<file path="config.mk">
export PLATFORM = sky130hd
export DESIGN_NAME = acm_prep
export DESIGN_NICKNAME = d
export VERILOG_FILES = /design/src/acm_pkg.sv /design/src/acm_prep.sv
export SDC_FILE = /design/constraint.sdc
export NUM_CORES = 2
export LEC_CHECK = 0
export BUFFER_PORTS_ARGS = -buffer_cell sky130_fd_sc_hd__buf_4
export CAP_MARGIN = 20
export CORE_UTILIZATION = 30
export CTS_CLUSTER_DIAMETER = 120
export DETAILED_ROUTE_END_ITERATION = 8
export MAX_ROUTING_LAYER = met4
export PLACE_DENSITY_LB_ADDON = 0.15
export SETUP_SLACK_MARGIN = 0.02
export SLEW_MARGIN = 20
export SYNTH_ARGS = -nofsm -noshare
export SYNTH_HDL_FRONTEND = slang
export SYNTH_SLANG_ARGS = --single-unit
</file>
<file path="constraint.sdc">
create_clock -name clk -period 1 [get_ports clk]
set_clock_uncertainty 0.2 [all_clocks]
set_input_delay 0.15 -clock clk [delete_from_list [all_inputs] [get_ports clk]]
set_output_delay 0.15 -clock clk [all_outputs]
set_load 0.01 [all_outputs]
</file>
<file path="src/acm_pkg.sv">
`default_nettype none
package acm_pkg;

	// default parameter values
	localparam int COORD_FRAC_BITS_DEF = 16;
	localparam int UV_FRAC_BITS_DEF = 16;
	localparam int ANGLE_STAGES_DEF = 16;

	// fixed datapath widths
	localparam int POS_W = 32;
	localparam int NORM_W = 16;
	localparam int DIFF_W = 33;
	localparam int XY_W = 58;
	localparam int Z_W = 35;
	localparam int VEC_SCALE = 20;
	localparam int ATAN_ENTRIES = 24;

	// configuration register indexes
	localparam logic [2:0] REG_MIN_X = 3'd0;
	localparam logic [2:0] REG_MAX_X = 3'd1;
	localparam logic [2:0] REG_MIN_Y = 3'd2;
	localparam logic [2:0] REG_MAX_Y = 3'd3;
	localparam logic [2:0] REG_MIN_Z = 3'd4;
	localparam logic [2:0] REG_MAX_Z = 3'd5;
	localparam logic [2:0] REG_DEPTH_Y = 3'd6;
	localparam logic [2:0] REG_CUBE = 3'd7;

	// region codes
	localparam logic [1:0] REGION_FRONT = 2'd0;
	localparam logic [1:0] REGION_BACK = 2'd1;
	localparam logic [1:0] REGION_SIDE = 2'd2;

	// atan(2^-i) in units of 2^-32 turn
	localparam logic [31:0] ATAN_TURNS [ATAN_ENTRIES] = '{
		32'd536870912, 32'd316933406, 32'd167458907, 32'd85004756,
		32'd42667331, 32'd21354465, 32'd10679838, 32'd5340245,
		32'd2670163, 32'd1335087, 32'd667544, 32'd333772,
		32'd166886, 32'd83443, 32'd41722, 32'd20861,
		32'd10430, 32'd5215, 32'd2608, 32'd1304,
		32'd652, 32'd326, 32'd163, 32'd81
	};

	localparam logic signed [Z_W-1:0] TURN_QUARTER = 35'sd1073741824;
	localparam logic signed [Z_W-1:0] TURN_HALF = 35'sd2147483648;
	localparam logic signed [Z_W-1:0] TURN_FULL = 35'sd4294967296;

	// how an axis fraction is formed
	typedef enum logic [1:0] {
		FR_HALF,
		FR_ZERO,
		FR_ONE,
		FR_DIV
	} frac_mode_t;

	// per-request control carried down the chain
	typedef struct packed {
		logic cap;
		logic cube;
		logic upper;
		logic zero_vec;
		logic depth_y;
		logic nz_neg;
		logic [1:0] region;
		frac_mode_t mode_x;
		frac_mode_t mode_y;
		frac_mode_t mode_z;
	} ctrl_t;

endpackage
`default_nettype wire

</file>
<file path="src/acm_prep.sv">
`default_nettype none
module acm_prep #(
	parameter int COORD_FRAC_BITS = acm_pkg::COORD_FRAC_BITS_DEF,
	parameter int UV_FRAC_BITS = acm_pkg::UV_FRAC_BITS_DEF
) (
	input wire logic clk,
	input wire logic arst_n,
	input wire logic en,
	input wire logic in_valid,
	input wire logic signed [acm_pkg::POS_W-1:0] pos_x,
	input wire logic signed [acm_pkg::POS_W-1:0] pos_y,
	input wire logic signed [acm_pkg::POS_W-1:0] pos_z,
	input wire logic signed [acm_pkg::NORM_W-1:0] norm_x,
	input wire logic signed [acm_pkg::NORM_W-1:0] norm_y,
	input wire logic signed [acm_pkg::NORM_W-1:0] norm_z,
	input wire logic [1:0] region_kind,
	input wire logic [5:0][acm_pkg::POS_W-1:0] bounds,
	input wire logic depth_y,
	input wire logic cube,
	output logic valid_s1,
	output acm_pkg::ctrl_t ctrl_s1,
	output logic [2:0][acm_pkg::DIFF_W-1:0] ar_s1,
	output logic [2:0][acm_pkg::DIFF_W-1:0] rem_s1,
	output logic [2:0][UV_FRAC_BITS-1:0] quo_s1,
	output logic signed [acm_pkg::XY_W-1:0] x_s1,
	output logic signed [acm_pkg::XY_W-1:0] y_s1,
	output logic signed [acm_pkg::Z_W-1:0] z_s1
);
	localparam logic [acm_pkg::DIFF_W-1:0] TINY =
		acm_pkg::DIFF_W'((64'd1 << COORD_FRAC_BITS) / 64'd1000000);

	logic [2:0][acm_pkg::POS_W-1:0] pos_v;
	logic [2:0][acm_pkg::DIFF_W-1:0] an;
	logic [2:0][acm_pkg::DIFF_W-1:0] ar;
	acm_pkg::frac_mode_t mode [3];
	logic [16:0] anx, any_n, anz;
	logic signed [acm_pkg::Z_W-1:0] cx, cy;
	logic signed [acm_pkg::XY_W-1:0] sx, sy, px_r, py_r;
	logic signed [acm_pkg::Z_W-1:0] pz_r;
	logic signed [33:0] coord2, mid2;
	acm_pkg::ctrl_t ctrl;

	assign pos_v[0] = pos_x;
	assign pos_v[1] = pos_y;
	assign pos_v[2] = pos_z;

	// axis offset and range, classify the fraction
	for (genvar a = 0; a < 3; a++) begin : g_axis
		logic signed [acm_pkg::DIFF_W-1:0] r, n;
		assign r = $signed({bounds[2*a+1][31], bounds[2*a+1]})
			- $signed({bounds[2*a][31], bounds[2*a]});
		assign n = $signed({pos_v[a][31], pos_v[a]})
			- $signed({bounds[2*a][31], bounds[2*a]});
		assign ar[a] = r[32] ? 33'(-r) : 33'(r);
		assign an[a] = n[32] ? 33'(-n) : 33'(n);
		always_comb begin
			if (ar[a] <= TINY) begin
				mode[a] = acm_pkg::FR_HALF;
			end else if (n == '0 || n[32] != r[32]) begin
				mode[a] = acm_pkg::FR_ZERO;
			end else if (an[a] >= ar[a]) begin
				mode[a] = acm_pkg::FR_ONE;
			end else begin
				mode[a] = acm_pkg::FR_DIV;
			end
		end
	end

	// normal magnitudes for cap test
	assign anx = norm_x[15] ? 17'(-$signed({norm_x[15], norm_x})) : 17'({1'b0, norm_x});
	assign any_n = norm_y[15] ? 17'(-$signed({norm_y[15], norm_y})) : 17'({1'b0, norm_y});
	assign anz = norm_z[15] ? 17'(-$signed({norm_z[15], norm_z})) : 17'({1'b0, norm_z});

	// box-centred vector, scaled
	assign cx = (acm_pkg::Z_W'(pos_x) <<< 1) - acm_pkg::Z_W'($signed(bounds[0]))
		- acm_pkg::Z_W'($signed(bounds[1]));
	assign cy = (acm_pkg::Z_W'(pos_y) <<< 1) - acm_pkg::Z_W'($signed(bounds[2]))
		- acm_pkg::Z_W'($signed(bounds[3]));
	assign sx = acm_pkg::XY_W'(cx) <<< acm_pkg::VEC_SCALE;
	assign sy = acm_pkg::XY_W'(cy) <<< acm_pkg::VEC_SCALE;

	// quarter-turn pre-rotation into the right half plane
	always_comb begin
		px_r = sx;
		py_r = sy;
		pz_r = '0;
		if (sx[acm_pkg::XY_W-1]) begin
			if (!sy[acm_pkg::XY_W-1]) begin
				px_r = sy;
				py_r = -sx;
				pz_r = acm_pkg::TURN_QUARTER;
			end else begin
				px_r = -sy;
				py_r = sx;
				pz_r = -acm_pkg::TURN_QUARTER;
			end
		end
	end

	// which half of the box along the horizontal axis
	assign coord2 = depth_y ? (34'(pos_x) <<< 1) : (34'(pos_y) <<< 1);
	assign mid2 = depth_y ? 34'($signed(bounds[0])) + 34'($signed(bounds[1]))
		: 34'($signed(bounds[2])) + 34'($signed(bounds[3]));

	always_comb begin
		ctrl.cap = cube && (anz > anx) && (anz > any_n);
		ctrl.cube = cube;
		ctrl.upper = coord2 > mid2;
		ctrl.zero_vec = (cx == '0) && (cy == '0);
		ctrl.depth_y = depth_y;
		ctrl.nz_neg = norm_z[15];
		ctrl.region = region_kind;
		ctrl.mode_x = mode[0];
		ctrl.mode_y = mode[1];
		ctrl.mode_z = mode[2];
	end

	// stage register
	always_ff @(posedge clk or negedge arst_n) begin
		if (!arst_n) begin
			valid_s1 <= 1'b0;
		end else if (en) begin
			valid_s1 <= in_valid;
		end
	end

	always_ff @(posedge clk) begin
		if (en) begin
			ctrl_s1 <= ctrl;
			ar_s1 <= ar;
			rem_s1 <= an;
			quo_s1 <= '0;
			x_s1 <= px_r;
			y_s1 <= py_r;
			z_s1 <= pz_r;
		end
	end
endmodule
`default_nettype wire

</file>
==> Word-level counts from Yosys, hierarchy flattened <==
Index checks and enable logic that the tools add are counted.
{ "word_totals": {"ff_bits": 364, "inputBits": 344, "out_inout_bits": 412, "word_cells": 99} }
{ "op_classes": {"add_sub_neg": 23, "magnitude_cmp": 9, "n_eq_ne": 3, "muxes": 22, "n_bitwise": 1, "n_reduce_logical": 16} }
{ "op_table": {"columns": ["cell", "n"], "rows": [
  ["2-to-1 mux 33 bit", 6],
  ["negator 33 bit", 6],
  ["subtractor 32 x 32 -> 33 bit", 6],
  ["2-to-1 mux 58 bit", 2],
  ["negator 55 -> 58 bit", 2],
  ["2-to-1 mux 54 bit", 2],
  [">= comparator 33 bit", 3],
  ["<= comparator 33 x 1 -> 1 bit, second input constant", 3],
  ["zero test 33 bit", 3],
  ["zero test 35 bit", 2],
  ["subtractor 34 x 32 -> 35 bit", 2],
  ["2-to-1 mux 34 bit", 2],
  ["subtractor 33 x 32 -> 34 bit", 2],
  ["adder 32 x 32 -> 33 bit", 2],
  ["2-to-1 mux 17 bit", 3],
  ["negator 16 -> 17 bit", 3],
  ["2-to-1 mux 35 bit", 1],
  ["> comparator 17 bit", 2],
  ["> comparator 34 bit", 1],
  ["OR reduction 2 bit", 4],
  ["2-to-1 mux 1 bit", 6],
  ["logical AND 1 bit", 3],
  ["logical OR 1 bit", 3],
  ["inequality test 1 bit", 3],
  ["2 further kinds", 2]
]} }

==> Longest topological paths before layout <==
{ "depth": {"word_depth": 6, "ltp_mapped": 29, "mapped_depth_nobuf": 29} }

==> Worst setup path before layout <==
No wires, ideal clock.
{ "synth_timing": {"path_kind": "input port to flip-flop", "from": "in pos_y[0] (netlist bit)", "to": "reg ctrl_s1[2] (netlist bit), data pin", "setup_time_ps": 138, "arrival_time_ps": 5326, "required_ps": 662, "path_slack_ps": -4664, "path_stages": 27, "n_path_buf": 1, "path_cell_list": "inv_1 -> ha_1 -> fa_1 -> nor2b_1 -> o31a_1 -> o311ai_1 -> a2111oi_0 -> o211a_1 -> o211ai_1 -> a211oi_1 -> nor2_1 -> a22oi_1 -> clkbuf_1 -> a21oi_1 -> xnor2_1 -> ha_1 -> a21o_1 -> a21o_1 -> a21oi_1 -> nor2_1 -> a211oi_1 -> nor3_1 -> a2111oi_0 -> o21ai_0 -> a221oi_1 -> nor2_1 -> nor2_1"} }
{ "synth_rtl": {"columns": ["element", "line_no", "text"], "rows": [
  ["start, declared", "acm_prep.sv:11", "input wire logic signed [acm_pkg::POS_W-1:0] pos_y,"],
  ["end signal, assigned", "acm_prep.sv:129", "ctrl_s1 <= ctrl;"],
  ["end, declared", "acm_prep.sv:21", "output acm_pkg::ctrl_t ctrl_s1,"]
]} }

==> run metrics <==
number of I/O port buffers 637; Remaining DRCs 0; Pwr Density between 1500 and 2000 mW/mm²; fin crit share 533%; Avg Inst Size Synth 8.26 µm²; die span in x 388 µm; Place WS -4960 ps; via-per-instance ratio 4.96; Worst path max stage delay 460 ps; Ys Warns 0; core area 0.148 mm²; number of global-route vias before repair between 50000 and 60000; Clock Path Buffers 3; Yosys reg bits 291; WHS -191 ps; Crit. Startpoint pos_y[0]; area of the mapped netlist 0.0446 mm²; VDD IR max ~1.0 mV; CTS hold repair buffers 9; Final nets between 9000 and 10000; depth of the CTS H-tree 2; setup violators final 570; Final Util 52.6%; CP Depth 26; ys flop type edfxtp_1; Worst Reg2Reg Path Length in Cells 1; RSZ-0062 raised after global routing true; run status finished with violations; register area share after synthesis 19.6%; reg2reg start valid_s1$_DFFE_PN0P_; Min-Delay Path Class in2reg; first-pass GRT wire length 315000 µm; met3 wire len 9950 µm; Worst setup SP type input port; antenna violations before repair 13; Die Footprint around 0.15 mm²; worst hold start en; total power roughly 120000 µW; Async S/R FF share, synth 0.344%; Worst-Margin Slew 848 ps; share of layout cells above drive strength 1 49.5%; Fin. Hold Viols 43; Met2 Wirelength roughly 110000 µm; GRT Util Overall 28.2%; largest net degree at the start of global routing 30; total of max-cap violations 0; post-route ant nets 0; initial core utilization just over 30%; failing checks hold timing, setup timing; Synth cell types 135; Crit. End Element flip-flop; Pre-antenna DRT Iters 5; Layout area overhead 74.1%; Clock Sinks 291; Met1 Routed Length 92300 µm; Slew HR 43.2%; Multi-input gate area 0.0382 mm²; FF+latch area 0.00873 mm²; Final Max Tran Viols 0; floorplan row count between 100 and 150; critical path arrival 5570 ps; Final WS setup -4330 ps; Post-synth EDFFs 290; CP max-delay cell or4b_1; Clk Latency, worst-skew pair 570 ps; CP max FO 4; gr ovfl total 0; Post-Synthesis Cells 5402; WP data required 1230 ps; io pins 756; Buf+Inv Stages, Crit Path 3; leakage power 0.0367 µW; Final min period approximately 5300 ps; Top Family by Delay on Critical Path simple AND/OR/NAND/NOR gates; initial drt markers 2681; FMAX 188 MHz; Vias 52100; CTS tree built; WL final 215000 µm; Detailed Place HPWL 188000 µm; Filler cells 14000; average wire per cell in the routed design between 20 and 25 µm; die height 388 µm; Max Used Layer met4; hold-critical path depth 2; TritonCTS Buffers 36; CTS Root Cell clkbuf_16; type of the worst setup path in2reg; clock-pin slew on the worst setup and hold paths 60 ps; RePlAce Congestion 0.946
[kinds of logic (layout without fill, tap and decap cells)]
logic type      after synthesis  after routing  synth area share (%)
flops                       291            291                  19.6
compound gates             1558           1558                  23.4
other cells                   2            137                0.0168
buf+inv                     723           3743                  7.23
fa+ha+maj                   634            634                  19.0
mux                          70             72                  1.69
xor+xnor                    508            508                  10.0
simple gates               1616           1616                  19.2
[stage by stage]
step	hold WS [ps]	TNS (ps)	std cells	instance area, µm²
floorplan	-346	-672900	5525	48100
global placement	-275	-952310	10300	72000
detailed placement	-272	-960700	10300	72000
CTS	-219	-843870	10400	75500
global route	-208	-878340	10500	77700
finish	-191	-834610	10500	77700
[routing by layer]
metal,vias up,GRT usage (%)
met5,-,-
met4,0,8.56
met3,201,3.35
met2,1190,48.6
met1,24900,34.3
li1,25800,-
[placed cells by master (no fill, tap or decap), types with 58 or more instances in the layout]
cell and count:
nand2b_1 72, xnor2_1 283, nand2_1 281, a21o_1 160, conb_1 125, inv_1 366, xor2_1 164, nor3_1 111
nand4_1 85, edfxtp_1 290, ha_1 495, a21oi_2 135, buf_4 3115, ha_4 58, buf_6 74, nor2_1 357
o21a_1 64, a21oi_1 309, and3_1 61, nand3_1 95, o21ai_0 167
[timing repair]
action                                  in CTS  in global routing
endpoints found under the setup margin     570                570
gates cloned                                 4                  5
pin swaps                                  211                244
gates resized for setup                    356                316
endpoints found under the hold margin      124                 67
buffers inserted                            74                 76
[final cells by class]
type	count	area share, %
Multi-Input combinational cell	4513	49.2
Clock buffer	41	1.21
Inverter	422	2.22
Sequential cell	291	11.2
Timing Repair Buffer	3258	32.8
Antenna cell	12	0.0386
Clock inverter	22	0.261
Tap cell	1930	3.11
[state kept, by name, indices dropped and copies added (netlist names)]
signal,flops
z_s1,2
x_s1,38
ar_s1,99
ctrl_s1,14
y_s1,38
valid_s1,1
rem_s1,99
[final timing paths]
path	end	slack, ps
max	ctrl_s1[2]$_SDFFCE_PP0P_	-4330
min	rem_s1[1]$_DFFE_PP_	-190
max reg2reg	valid_s1$_DFFE_PN0P_	50
min reg2reg	valid_s1$_DFFE_PN0P_	320
max in group asynchronous	valid_s1$_DFFE_PN0P_	260
min in group asynchronous	valid_s1$_DFFE_PN0P_	230
[cell usage after synthesis, drive strengths merged (67+ instances only)]
master / instances / area, µm²
nand3: 110 / 568
a21o: 161 / 1210
fa: 72 / 1440
nand2: 314 / 1180
xnor2: 325 / 2860
edfxtp: 290 / 8710
nand2b: 76 / 475
clkbuf: 139 / 523
a21oi: 463 / 2330
nor3: 134 / 702
inv: 421 / 1580
and3: 67 / 419
xor2: 183 / 1600
buf: 162 / 1120
o21ai: 285 / 1430
nor2: 419 / 1580
ha: 560 / 7010
nand4: 89 / 582
[power by group]
group          switching [µW]  internal (µW)  total (µW)
clock network            5660           7550       13200
logic                   44100          44300       88500
registers                1130          18100       19200
total                   50900          70000      121000
Power figures use the tool's default switching activity.
