`src/acm_pkg.sv`:
```
`default_nettype none
package acm_pkg;

	// default parameter values
	localparam int COORD_FRAC_BITS_DEF = 16;
	localparam int UV_FRAC_BITS_DEF = 16;
	localparam int ANGLE_STAGES_DEF = 16;

	// fixed datapath widths
	localparam int POS_W = 32;
	localparam int NORM_W = 16;
	localparam int DIFF_W = 33;
	localparam int XY_W = 58;
	localparam int Z_W = 35;
	localparam int VEC_SCALE = 20;
	localparam int ATAN_ENTRIES = 24;

	// configuration register indexes
	localparam logic [2:0] REG_MIN_X = 3'd0;
	localparam logic [2:0] REG_MAX_X = 3'd1;
	localparam logic [2:0] REG_MIN_Y = 3'd2;
	localparam logic [2:0] REG_MAX_Y = 3'd3;
	localparam logic [2:0] REG_MIN_Z = 3'd4;
	localparam logic [2:0] REG_MAX_Z = 3'd5;
	localparam logic [2:0] REG_DEPTH_Y = 3'd6;
	localparam logic [2:0] REG_CUBE = 3'd7;

	// region codes
	localparam logic [1:0] REGION_FRONT = 2'd0;
	localparam logic [1:0] REGION_BACK = 2'd1;
	localparam logic [1:0] REGION_SIDE = 2'd2;

	// atan(2^-i) in units of 2^-32 turn
	localparam logic [31:0] ATAN_TURNS [ATAN_ENTRIES] = '{
		32'd536870912, 32'd316933406, 32'd167458907, 32'd85004756,
		32'd42667331, 32'd21354465, 32'd10679838, 32'd5340245,
		32'd2670163, 32'd1335087, 32'd667544, 32'd333772,
		32'd166886, 32'd83443, 32'd41722, 32'd20861,
		32'd10430, 32'd5215, 32'd2608, 32'd1304,
		32'd652, 32'd326, 32'd163, 32'd81
	};

	localparam logic signed [Z_W-1:0] TURN_QUARTER = 35'sd1073741824;
	localparam logic signed [Z_W-1:0] TURN_HALF = 35'sd2147483648;
	localparam logic signed [Z_W-1:0] TURN_FULL = 35'sd4294967296;

	// how an axis fraction is formed
	typedef enum logic [1:0] {
		FR_HALF,
		FR_ZERO,
		FR_ONE,
		FR_DIV
	} frac_mode_t;

	// per-request control carried down the chain
	typedef struct packed {
		logic cap;
		logic cube;
		logic upper;
		logic zero_vec;
		logic depth_y;
		logic nz_neg;
		logic [1:0] region;
		frac_mode_t mode_x;
		frac_mode_t mode_y;
		frac_mode_t mode_z;
	} ctrl_t;

endpackage
`default_nettype wire

```
`src/acm_cell.sv`:
```
`default_nettype none
module acm_cell #(
	parameter int IDX = 0,
	parameter int UV_FRAC_BITS = acm_pkg::UV_FRAC_BITS_DEF,
	parameter int ANGLE_STAGES = acm_pkg::ANGLE_STAGES_DEF
) (
	input wire logic clk,
	input wire logic arst_n,
	input wire logic en,
	input wire logic valid_in,
	input wire acm_pkg::ctrl_t ctrl_in,
	input wire logic [2:0][acm_pkg::DIFF_W-1:0] ar_in,
	input wire logic [2:0][acm_pkg::DIFF_W-1:0] rem_in,
	input wire logic [2:0][UV_FRAC_BITS-1:0] quo_in,
	input wire logic signed [acm_pkg::XY_W-1:0] x_in,
	input wire logic signed [acm_pkg::XY_W-1:0] y_in,
	input wire logic signed [acm_pkg::Z_W-1:0] z_in,
	output logic valid_s1,
	output acm_pkg::ctrl_t ctrl_s1,
	output logic [2:0][acm_pkg::DIFF_W-1:0] ar_s1,
	output logic [2:0][acm_pkg::DIFF_W-1:0] rem_s1,
	output logic [2:0][UV_FRAC_BITS-1:0] quo_s1,
	output logic signed [acm_pkg::XY_W-1:0] x_s1,
	output logic signed [acm_pkg::XY_W-1:0] y_s1,
	output logic signed [acm_pkg::Z_W-1:0] z_s1
);
	logic [2:0][acm_pkg::DIFF_W-1:0] rem_nx;
	logic [2:0][UV_FRAC_BITS-1:0] quo_nx;
	logic signed [acm_pkg::XY_W-1:0] x_nx, y_nx;
	logic signed [acm_pkg::Z_W-1:0] z_nx;

	// one quotient bit per axis
	for (genvar a = 0; a < 3; a++) begin : g_div
		if (IDX < UV_FRAC_BITS) begin : g_on
			logic [acm_pkg::DIFF_W:0] r2;
			logic ge;
			assign r2 = {rem_in[a], 1'b0};
			assign ge = r2 >= {1'b0, ar_in[a]};
			assign rem_nx[a] = ge ? acm_pkg::DIFF_W'(r2 - {1'b0, ar_in[a]})
				: r2[acm_pkg::DIFF_W-1:0];
			assign quo_nx[a] = {quo_in[a][UV_FRAC_BITS-2:0], ge};
		end else begin : g_off
			assign rem_nx[a] = rem_in[a];
			assign quo_nx[a] = quo_in[a];
		end
	end

	// one vectoring rotation
	if (IDX < ANGLE_STAGES) begin : g_rot
		localparam logic signed [acm_pkg::Z_W-1:0] ANG =
			acm_pkg::Z_W'(acm_pkg::ATAN_TURNS[IDX]);
		logic signed [acm_pkg::XY_W-1:0] dx, dy;
		assign dx = y_in >>> IDX;
		assign dy = x_in >>> IDX;
		always_comb begin
			if (!y_in[acm_pkg::XY_W-1]) begin
				x_nx = x_in + dx;
				y_nx = y_in - dy;
				z_nx = z_in + ANG;
			end else begin
				x_nx = x_in - dx;
				y_nx = y_in + dy;
				z_nx = z_in - ANG;
			end
		end
	end else begin : g_norot
		assign x_nx = x_in;
		assign y_nx = y_in;
		assign z_nx = z_in;
	end

	// hand over to the next cell
	always_ff @(posedge clk or negedge arst_n) begin
		if (!arst_n) begin
			valid_s1 <= 1'b0;
		end else if (en) begin
			valid_s1 <= valid_in;
		end
	end

	always_ff @(posedge clk) begin
		if (en) begin
			ctrl_s1 <= ctrl_in;
			ar_s1 <= ar_in;
			rem_s1 <= rem_nx;
			quo_s1 <= quo_nx;
			x_s1 <= x_nx;
			y_s1 <= y_nx;
			z_s1 <= z_nx;
		end
	end
endmodule
`default_nettype wire

```
`config.mk`:
```
export PLATFORM = sky130hd
export DESIGN_NAME = acm_cell
export DESIGN_NICKNAME = d
export VERILOG_FILES = /design/src/acm_pkg.sv /design/src/acm_cell.sv
export SDC_FILE = /design/constraint.sdc
export NUM_CORES = 1
export LEC_CHECK = 0
export BUFFER_PORTS_ARGS = -buffer_cell sky130_fd_sc_hd__buf_2
export CAP_MARGIN = 15
export CORE_AREA = 2 2 324 326
export CTS_CLUSTER_DIAMETER = 30
export DETAILED_ROUTE_END_ITERATION = 8
export DIE_AREA = 0 0 326 328
export HOLD_SLACK_MARGIN = 0.06
export PLACE_DENSITY_LB_ADDON = 0.12
export SLEW_MARGIN = 0
export SYNTH_ARGS = -nofsm -noshare
export SYNTH_HDL_FRONTEND = slang
export SYNTH_SLANG_ARGS = --single-unit
```
`constraint.sdc`:
```
create_clock -name clk -period 2.1 [get_ports clk]
set_clock_uncertainty 0.1 [all_clocks]
set_input_delay 0.21 -clock clk [delete_from_list [all_inputs] [get_ports clk]]
set_output_delay 0.21 -clock clk [all_outputs]
set_load 0.02 [all_outputs]
```
### Yosys cells after proc, flatten, opt, wreduce, memory -nomap -nowiden

Cells that the tools add are included.

* add/subtract/negate cells: 8
* $lt $le $gt $ge: 3
* multiplexer cells: 6

Operators with widths (count)
* $mux W58: 2
* $sub A58 B58 Y58: 2
* $ge A34 B33 Y1: 3
* $mux W33: 3
* $sub A33 B33 Y33: 3
* $add A58 B58 Y58: 1
* $add A35 B31 Y35 const B: 1
* $mux W35: 1
* $sub A35 B31 Y35 const B: 1

* bits of input ports: 415
* register bits: 412
* logic and storage cells: 43

### Depth between registers and ports, before layout

Gate-level depths: netlist of the first run.

* depth in word-level cells: 2
* mapped depth: 14
* mapped depth without buffers: 13

### Worst setup path before layout of the first run

OpenSTA, ideal clock, no wires.

* path kind: input -> register
* from: in x_in[0] in the netlist's numbering
* to: reg x_s1[48] in the netlist's numbering, data pin
* stages: 13
* arrival time: 2.843 ns
* setup slack: -1.104 ns
* library setup time: 0.261 ns
* buffers on the path: 0
* path through: inv_1 ha_1 fa_1 nor2b_1 o31a_1 o21a_1 a31oi_1 o31ai_2 a41oi_1 a21oi_2 nand2_1 mux2_2 a221o_1

* cells in the longest elaborated chain, start to end: 2
* elaborated cells between the ends (all ways): 3

Ends and longest elaborated chain
* start: declaration: RTL line acm_cell.sv:15 `input wire logic signed [acm_pkg::XY_W-1:0] x_in,`
* $add A58 B58 Y58 or $sub A58 B58 Y58 (tied branches): RTL line acm_cell.sv:57, acm_cell.sv:61
* $mux W58 (*): RTL line acm_cell.sv:56 `if (!y_in[acm_pkg::XY_W-1]) begin`
* via x_nx, one bit: RTL line acm_cell.sv:29 `logic signed [acm_pkg::XY_W-1:0] x_nx, y_nx;`
* end signal: assignment: RTL line acm_cell.sv:87 `x_s1 <= x_nx;`
* end: declaration: RTL line acm_cell.sv:23 `output logic signed [acm_pkg::XY_W-1:0] x_s1,`

The timed path passes the listed nets; every way through them passes the cells marked *.
A chain may end at the register's enable or synchronous reset.

### Worst setup path after layout of the first run

Same ends and word-level chain as after synthesis.

==> results.txt, run 1 <==
- Outcome: finished with violations
- The final reports fail on hold timing, setup timing.
* Estimated wirelength of the detail-placed design: 117000 µm
- Initial Util: 0.290
- TritonCTS built the clock tree.
- Biggest area consumer among synthesized cells: sky130_fd_sc_hd__edfxtp_1
- Clock tree sinks: 411
* Die width: 326 µm
- Clock root buffer master: sky130_fd_sc_hd__clkbuf_16
- Across all layers, the routed design uses 34264 vias.
- The die is 328 µm tall.
* Clock buffers created by TritonCTS: 101
- P per Cell Area: 731 nW/µm²
- Across every metal layer, demand over resource in global routing totals 0.266.
- Residual DRC: 0
- The critical path is of the input pin to flip-flop type.
- The net count of the finished layout is 6275.
- The via count of the first global-routing pass is 34278.
- Of the available clock period, the critical path in the final layout requires 1.23.
- The critical path goes through buf_12 -> inv_8 -> ha_4 -> fa_2 -> nor2b_4 -> o31a_1 -> o21a_2 -> a31oi_4 -> o31ai_4 -> a41oi_4 -> a21oi_2 -> nand2_1 -> mux2_4 -> a221o_1.
* Placed cell count: 6374
- The die covers 107000 µm².
- Counting along the longest clock path gives a buffer depth of 3.
* Max-cap viol count: 0
- LEAKAGE: 26.1 nW
* Clock network latency to the later pin of the worst-skew pair: 0.69 ns
- Fraction of final layout cells with drive strength greater than 1: 0.528
- The path class of the tightest hold or removal check is input pin to flip-flop.
- For this run, the number of Yosys warnings is 0.
- During I/O placement, the number of pins put on the boundary was 827.
* Placement row count: 118
* Remaining number of nets flagged by the antenna check after routing: 0
* Post-layout worst setup margin: -0.488 ns
- For this run the aggregate overflow at the end of global routing stands at 0.
- Setup violations remaining at the end of the flow were counted as 170.
- The filler cells instantiated in the layout total 9135.
- Entering global routing, the biggest net connects 80 pins.
* Pin slew with the least headroom to its limit: 0.655 ns
- Setup repair after global routing could not meet its margin everywhere.
* Required time of the critical path: 2.41 ns
- The most used flip-flop cell after synthesis is sky130_fd_sc_hd__edfxtp_1.
- In the synthesized netlist the async set-or-reset flop fraction comes to 0.00243.
- Counting both buffers and inverters, the worst setup path holds a total of 2.
- Global-route wire length before repair: 216000 µm
- CTS H-tree lvls: 3
- Number of cells produced by synthesis: 3189
- Placer Congestion: 0.930
- Category of the worst setup path capture point: flip-flop
- Family with the most delay on the worst path: compound AO/OA/AOI/OAI gates
* Router iterations before antenna repair: 5
- After detailed routing, the total wire length is 149000 µm.
- For this run, the slowest stage of the critical path takes 0.39 ns.
* Yosys top cell area share: 0.411
* Initial DRC count: 1937
- Average instance area after synthesis: 9.39 µm²
* Post-synthesis sequential element count: 411
- Post-CTS clock slew at the launch and capture registers of the worst setup and hold paths: 0.05 ns
* Area growth, synth to finish: 92.9%
* Type of element launching the critical path: input pin
- Post-Route Hold Slack: -0.384 ns
- In the routed layout, each cell is associated on average with a via count of 4.85.
- Peak supply drop: 736 µV
* Hold Fails Final Rpt: 6
* Utilization after layout: 0.560
- Number of buffers inserted by port buffering: 823
* Core area: 103000 µm²
- The worst path in the final design needs a cycle of 2.59 ns, including I/O delays and setup.
* Post-synth EDFFs: 410
- Signal arrival time at the worst endpoint: 2.90 ns
- The number of antenna violations at the first check in global routing came to 38.
* Relative slew slack: 0.558
* CP Max Fanout: 3
* Mapped cell area: 30000 µm²
- Sorting the synthesized cells by area gives the leading types as sky130_fd_sc_hd__edfxtp_1 41%, sky130_fd_sc_hd__ha_1 11%, sky130_fd_sc_hd__a21oi_1 5.9%.
* Routed len/inst: 21.1 µm
- Cell variety after synth: 87
- Slowest-stage cell, CP: sky130_fd_sc_hd__fa_2
* Area of combinational cells with multiple inputs: 20500 µm²
- Counting every net in the synthesized netlist gives 3885.
* Sequential area share after synthesis: 0.412
- Across the whole layout, storage elements account for 12300 µm².
- Static timing analysis puts the maximum clock frequency at 386 MHz.
* Final cell count without fillers: 7061
- Count of pins over their slew limit: 0
final timing paths:
check                          start        end  slack, ns  depth (start not counted)
setup / recovery             x_in[0]   x_s1[48]      -0.49                         14
hold / removal             ar_in[34]  ar_s1[34]      -0.38                          1
setup reg to reg            valid_s1   valid_s1       0.69                          2
hold reg to reg             valid_s1   valid_s1       0.96                          2
max in group asynchronous     arst_n   valid_s1       1.54                          3
min in group asynchronous     arst_n   valid_s1       0.26                          3
kinds of logic after synthesis:
kind of cell | Yosys count | synth area share
compound gates | 1032 | 0.216
xor+xnor | 194 | 0.0567
simple gates | 772 | 0.121
mux | 49 | 0.0171
flops | 411 | 0.412
fa+ha+maj | 281 | 0.119
buf+inv | 450 | 0.0578
sequential cells by signal, summed over array words and instances (netlist names):
signal / flops
ctrl_s1: 14
rem_s1: 99
z_s1: 35
valid_s1: 1
quo_s1: 48
ar_s1: 99
y_s1: 57
x_s1: 58
report_power, final:
part | switching (mW) | internal [mW]
clock network | 5.57 | 10.7
registers | 0.336 | 10.4
logic | 8.19 | 7.12
total | 14.1 | 28.2
metal layers:
metal,wire length [µm],vias to the layer above,GRT usage,share of wire
met5,47,-,0,0.00032
met4,4770,6,0.0851,0.032
met3,7610,253,0.0376,0.051
met2,75200,1087,0.476,0.50
met1,61500,16483,0.328,0.41
li1,-,16435,-,-
cell usage after synthesis (31+ instances only):
library cell	instances
sky130_fd_sc_hd__edfxtp_1	410
sky130_fd_sc_hd__a21oi_1	355
sky130_fd_sc_hd__inv_1	323
sky130_fd_sc_hd__ha_1	274
sky130_fd_sc_hd__nor2_1	230
sky130_fd_sc_hd__nand2_1	227
sky130_fd_sc_hd__o21ai_0	214
sky130_fd_sc_hd__xnor2_1	152
sky130_fd_sc_hd__a21o_1	85
sky130_fd_sc_hd__clkbuf_1	72
sky130_fd_sc_hd__o21bai_1	69
sky130_fd_sc_hd__nor3_1	57
sky130_fd_sc_hd__nand4_1	52
sky130_fd_sc_hd__xor2_1	42
sky130_fd_sc_hd__nand3_1	39
sky130_fd_sc_hd__a31oi_1	38
sky130_fd_sc_hd__nand2b_1	34
sky130_fd_sc_hd__o31ai_1	32
sky130_fd_sc_hd__mux2i_1	31
sky130_fd_sc_hd__nor2b_1	31
final cells by class:
class	instances	share of cell area
multi-input combinational	2328	0.354
timing repair buffer	2405	0.316
sequential	411	0.214
clock buffer	106	0.0441
tap	1380	0.0299
inverter	332	0.0239
clock inverter	85	0.0179
antenna	14	0.000606
through the flow:
stage          total power [mW]  worst slack (ns)  setup TNS, ns  instance area, µm²
2_1_floorplan              17.1            -0.907         -91.09               31700
3_3_place_gp               23.4             -1.40        -199.42               45200
3_5_place_dp               23.4             -1.36        -201.82               45200
4_1_cts                    41.7            -0.437         -44.77               55600
5_1_grt                    43.9            -0.559         -58.02               57800
6_report                   42.3            -0.488         -46.13               57800
what timing repair did:
item / in CTS / in global routing
pin swaps: 168 / 222
gates cloned: 14 / 3
setup endpoints to repair: 177 / 183
setup buffers: 104 / 86
gates resized for setup: 560 / 402
hold endpoints to repair: 332 / 19
hold buffers: 303 / 14
cell usage in the layout, fill, tap and decap left out, types with 60 or more instances in the layout:
cell type / synthesis / final
sky130_fd_sc_hd__buf_6: 0 / 119
sky130_fd_sc_hd__a21o_1: 85 / 84
sky130_fd_sc_hd__edfxtp_1: 410 / 410
sky130_fd_sc_hd__buf_4: 3 / 1128
sky130_fd_sc_hd__nand2_1: 227 / 161
sky130_fd_sc_hd__o21ai_2: 0 / 69
sky130_fd_sc_hd__nor2_1: 230 / 190
sky130_fd_sc_hd__dlygate4sd3_1: 0 / 314
sky130_fd_sc_hd__clkbuf_16: 0 / 104
sky130_fd_sc_hd__a21oi_1: 355 / 237
sky130_fd_sc_hd__buf_2: 24 / 768
sky130_fd_sc_hd__ha_1: 274 / 192
sky130_fd_sc_hd__inv_1: 323 / 274
sky130_fd_sc_hd__o21bai_1: 69 / 60
sky130_fd_sc_hd__xnor2_1: 152 / 131
sky130_fd_sc_hd__o21ai_0: 214 / 101
sky130_fd_sc_hd__a21oi_2: 1 / 91
worst register-to-register path, delay by kind of cell (launching register included):
| kind | cells | cell delay (ns) |
|---|---|---|
| DFF | 1 | 0.38 |
| buffers and inverters | 1 | 0.55 |
| muxes | 1 | 0.26 |
Power figures use the tool's default switching activity.
==> run 2, diff against run 1 <==
Settings changed: CTS_BUF_LIST set to sky130_fd_sc_hd__clkbuf_4 sky130_fd_sc_hd__clkbuf_8.
==> results.txt, run 2 (synthesis gave the netlist of run 1 again) <==
- The post-route minimum period was 2.47 ns (-0.123 ns).
* Core area: 103000 µm² (unchanged)
* Period Utilization, post-route: 1.17 (-0.0584)
- Hold Fails Final Rpt: 26 (+20)
- The fraction of layout cells with a size suffix above 1 came to 0.507 (-0.0217).
* Count of pins over their slew limit: 0 (unchanged)
* Via count of the first global-routing pass: 35177 (+2.6%)
- CP Max Fanout: 3 (unchanged)
- Relative to the synthesized area, the layout overhead comes to 93.9%.
- Largest net degree at the start of global routing: 80 (unchanged)
* CTS H-tree lvls: 3 (unchanged)
* Antenna violations before repair: 42 (+11%)
- The via-per-instance ratio came to 4.84 (-0.23%).
- Die width: 326 µm (unchanged)
- The starting density of the core was 0.290 (unchanged).
* Post-Route Hold Slack: -0.480 ns (-0.0956 ns)
- The final net count is 6464 (+3.0%).
* Placement row count: 118 (unchanged)
* RSZ-0062 raised after global routing: true
* Final wirelength: 153000 µm (+2.4%)
- Total GRT Usage: 0.269 (+0.00356)
- The DRC violation total after the first TritonRoute iteration came to 2166 (+12%).
* Largest stage delay, worst path: 0.39 ns (about the same)
- Critical path class: input pin to flip-flop
- The worst path setup slack after routing is -0.365 ns (+0.123 ns).
* Cell area after placement: 45200 µm² (unchanged)
- P per Cell Area: 642 nW/µm² (-12%)
- Number of buffers on the longest clock path: 3 (unchanged)
- The worst voltage drop across the vdd grid came to 517 µV (-30%).
- Clock buffers created by TritonCTS: 103 (+2.0%)
* Clock tree sinks: 411 (unchanged)
* Area of the die: 107000 µm² (unchanged)
* Utilization after layout: 0.563 (+0.00296)
- Residual DRC: 0 (unchanged)
- Required time of the critical path: 2.52 ns (+0.11 ns)
- The weighted congestion reported at the end of routability-driven placement is 0.930 (unchanged).
- The clock latency at the later pin of the worst-skew pair was 0.78 ns (+0.09 ns).
- The half-perimeter wire length after detailed placement was 117000 µm (unchanged).
- Overflow after GRT: 0 (unchanged)
- CP cell instances: buf_12 -> inv_8 -> ha_4 -> fa_2 -> nor2b_4 -> o31a_1 -> o21a_2 -> a31oi_4 -> o31ai_4 -> a41oi_4 -> a21oi_2 -> nand2_1 -> mux2_4 -> a221o_1
- Remaining number of nets flagged by the antenna check after routing: 0 (unchanged)
* LEAKAGE: 26.2 nW (+0.23%)
- The worst setup path is launched from an input pin.
- The first-pass GRT wire length came to 219000 µm (+1.4%).
- The number of buffer cells added on primary ports was 823 (unchanged).
* Floorplan die height: 328 µm (unchanged)
* Violated checks: hold timing, setup timing
- Router iterations before antenna repair: 7 (+2)
- The number of failing setup endpoints in the final timing report was 164 (-3.5%).
- The normalized max-slew margin was 0.558 (about the same).
- Post-CTS clock slew at the launch and capture registers of the worst setup and hold paths: 0.05 ns (about the same)
- Most common cell after layout, fill and taps aside: sky130_fd_sc_hd__buf_4
- The flow ran to the end, but the final reports show violations.
* Clock root buffer master: sky130_fd_sc_hd__clkbuf_8
- Placed cell count: 6374 (unchanged)
- In the layout the commonest cells are 1138 x sky130_fd_sc_hd__buf_4, 769 x sky130_fd_sc_hd__buf_2, 503 x sky130_fd_sc_hd__dlygate4sd3_1, 410 x sky130_fd_sc_hd__edfxtp_1, 273 x sky130_fd_sc_hd__inv_1.
* Setup total negative slack: -33.30 ns (+12.83 ns)
- Slowest-stage cell, CP: sky130_fd_sc_hd__fa_2
- Min-Delay Path Class: input pin to flip-flop
- The final standard cell area without fillers was 58100 µm² (+0.53%).
- Count of pins on the block boundary: 827 (unchanged)
- Largest registers: ar_s1 x99, rem_s1 x99, x_s1 x58
* Pin slew with the least headroom to its limit: 0.654 ns (-0.000755 ns)
* Achievable clock frequency: 406 MHz (+5.0%)
- TritonCTS built the clock tree.
- Signal arrival time at the worst endpoint: 2.89 ns (about the same)
* Max-cap viol count: 0 (unchanged)
* Routed len/inst: 21.0 µm (-0.31%)
* Category of the worst setup path capture point: flip-flop
- Final cell count without fillers: 7250 (+2.7%)
- The via count was 35100 (+2.4%).
[run 2: metrics by stage]
stage	power [mW]	setup slack [ns]	hold slack (ns)
2_1_floorplan	17.1	-0.907	-0.186
3_3_place_gp	23.4	-1.40	-0.115
3_5_place_dp	23.4	-1.36	-0.113
4_1_cts	36.3	-0.303	-0.556
5_1_grt	38.9	-0.398	-0.504
6_report	37.3	-0.365	-0.480
[run 2: metal layers]
metal | track usage | wire [µm]
met3 | 0.0466 | 7720
met2 | 0.476 | 76800
met5 | 0 | 62
met1 | 0.327 | 62300
met4 | 0.100 | 5750
[run 2: final timing paths]
check | startpoint | to | slack [ns] | cells after the start
max in group asynchronous | arst_n | valid_s1 | 1.58 | 3
hold reg to reg | valid_s1 | valid_s1 | 0.96 | 2
min in group asynchronous | arst_n | valid_s1 | 0.22 | 3
hold / removal | ar_in[50] | ar_s1[50] | -0.48 | 1
setup reg to reg | valid_s1 | valid_s1 | 0.70 | 2
setup / recovery | x_in[0] | x_s1[48] | -0.37 | 14
[run 2: what timing repair did]
action	CTS	global route
resized for setup	438	439
hold endpoints to repair	596	61
setup buffers	103	77
endpoints found under the setup margin	162	174
pin swaps	130	220
hold buffers	462	47
cloned	11	7
[run 2: cell type report]
cell class	instances	area [µm²]
antenna	17	42.5
clock buffer	116	1520
clock inverter	74	764
fill	9130	45100
inverter	332	1380
multi-input combinational	2328	20300
sequential	411	12300
tap	1380	1730
timing repair buffer	2592	20000
[run 2: where the power goes]
group,leakage [nW],internal [mW],switching [mW]
Clock,1.13,6.25,4.68
Sequential,4.02,10.4,0.345
Combinational,21.0,7.37,8.24
Total,26.2,24.0,13.3
[run 2: worst max-delay path, delay by kind of cell]
| family | cells | cell delay [ns] |
|---|---|---|
| adder cells (fa/ha/maj) | 2 | 0.54 |
| AO/OA/AOI/OAI | 7 | 1.47 |
| AND/OR/NAND/NOR | 2 | 0.23 |
| multiplexers | 1 | 0.30 |
| buffers and inverters | 2 | 0.12 |
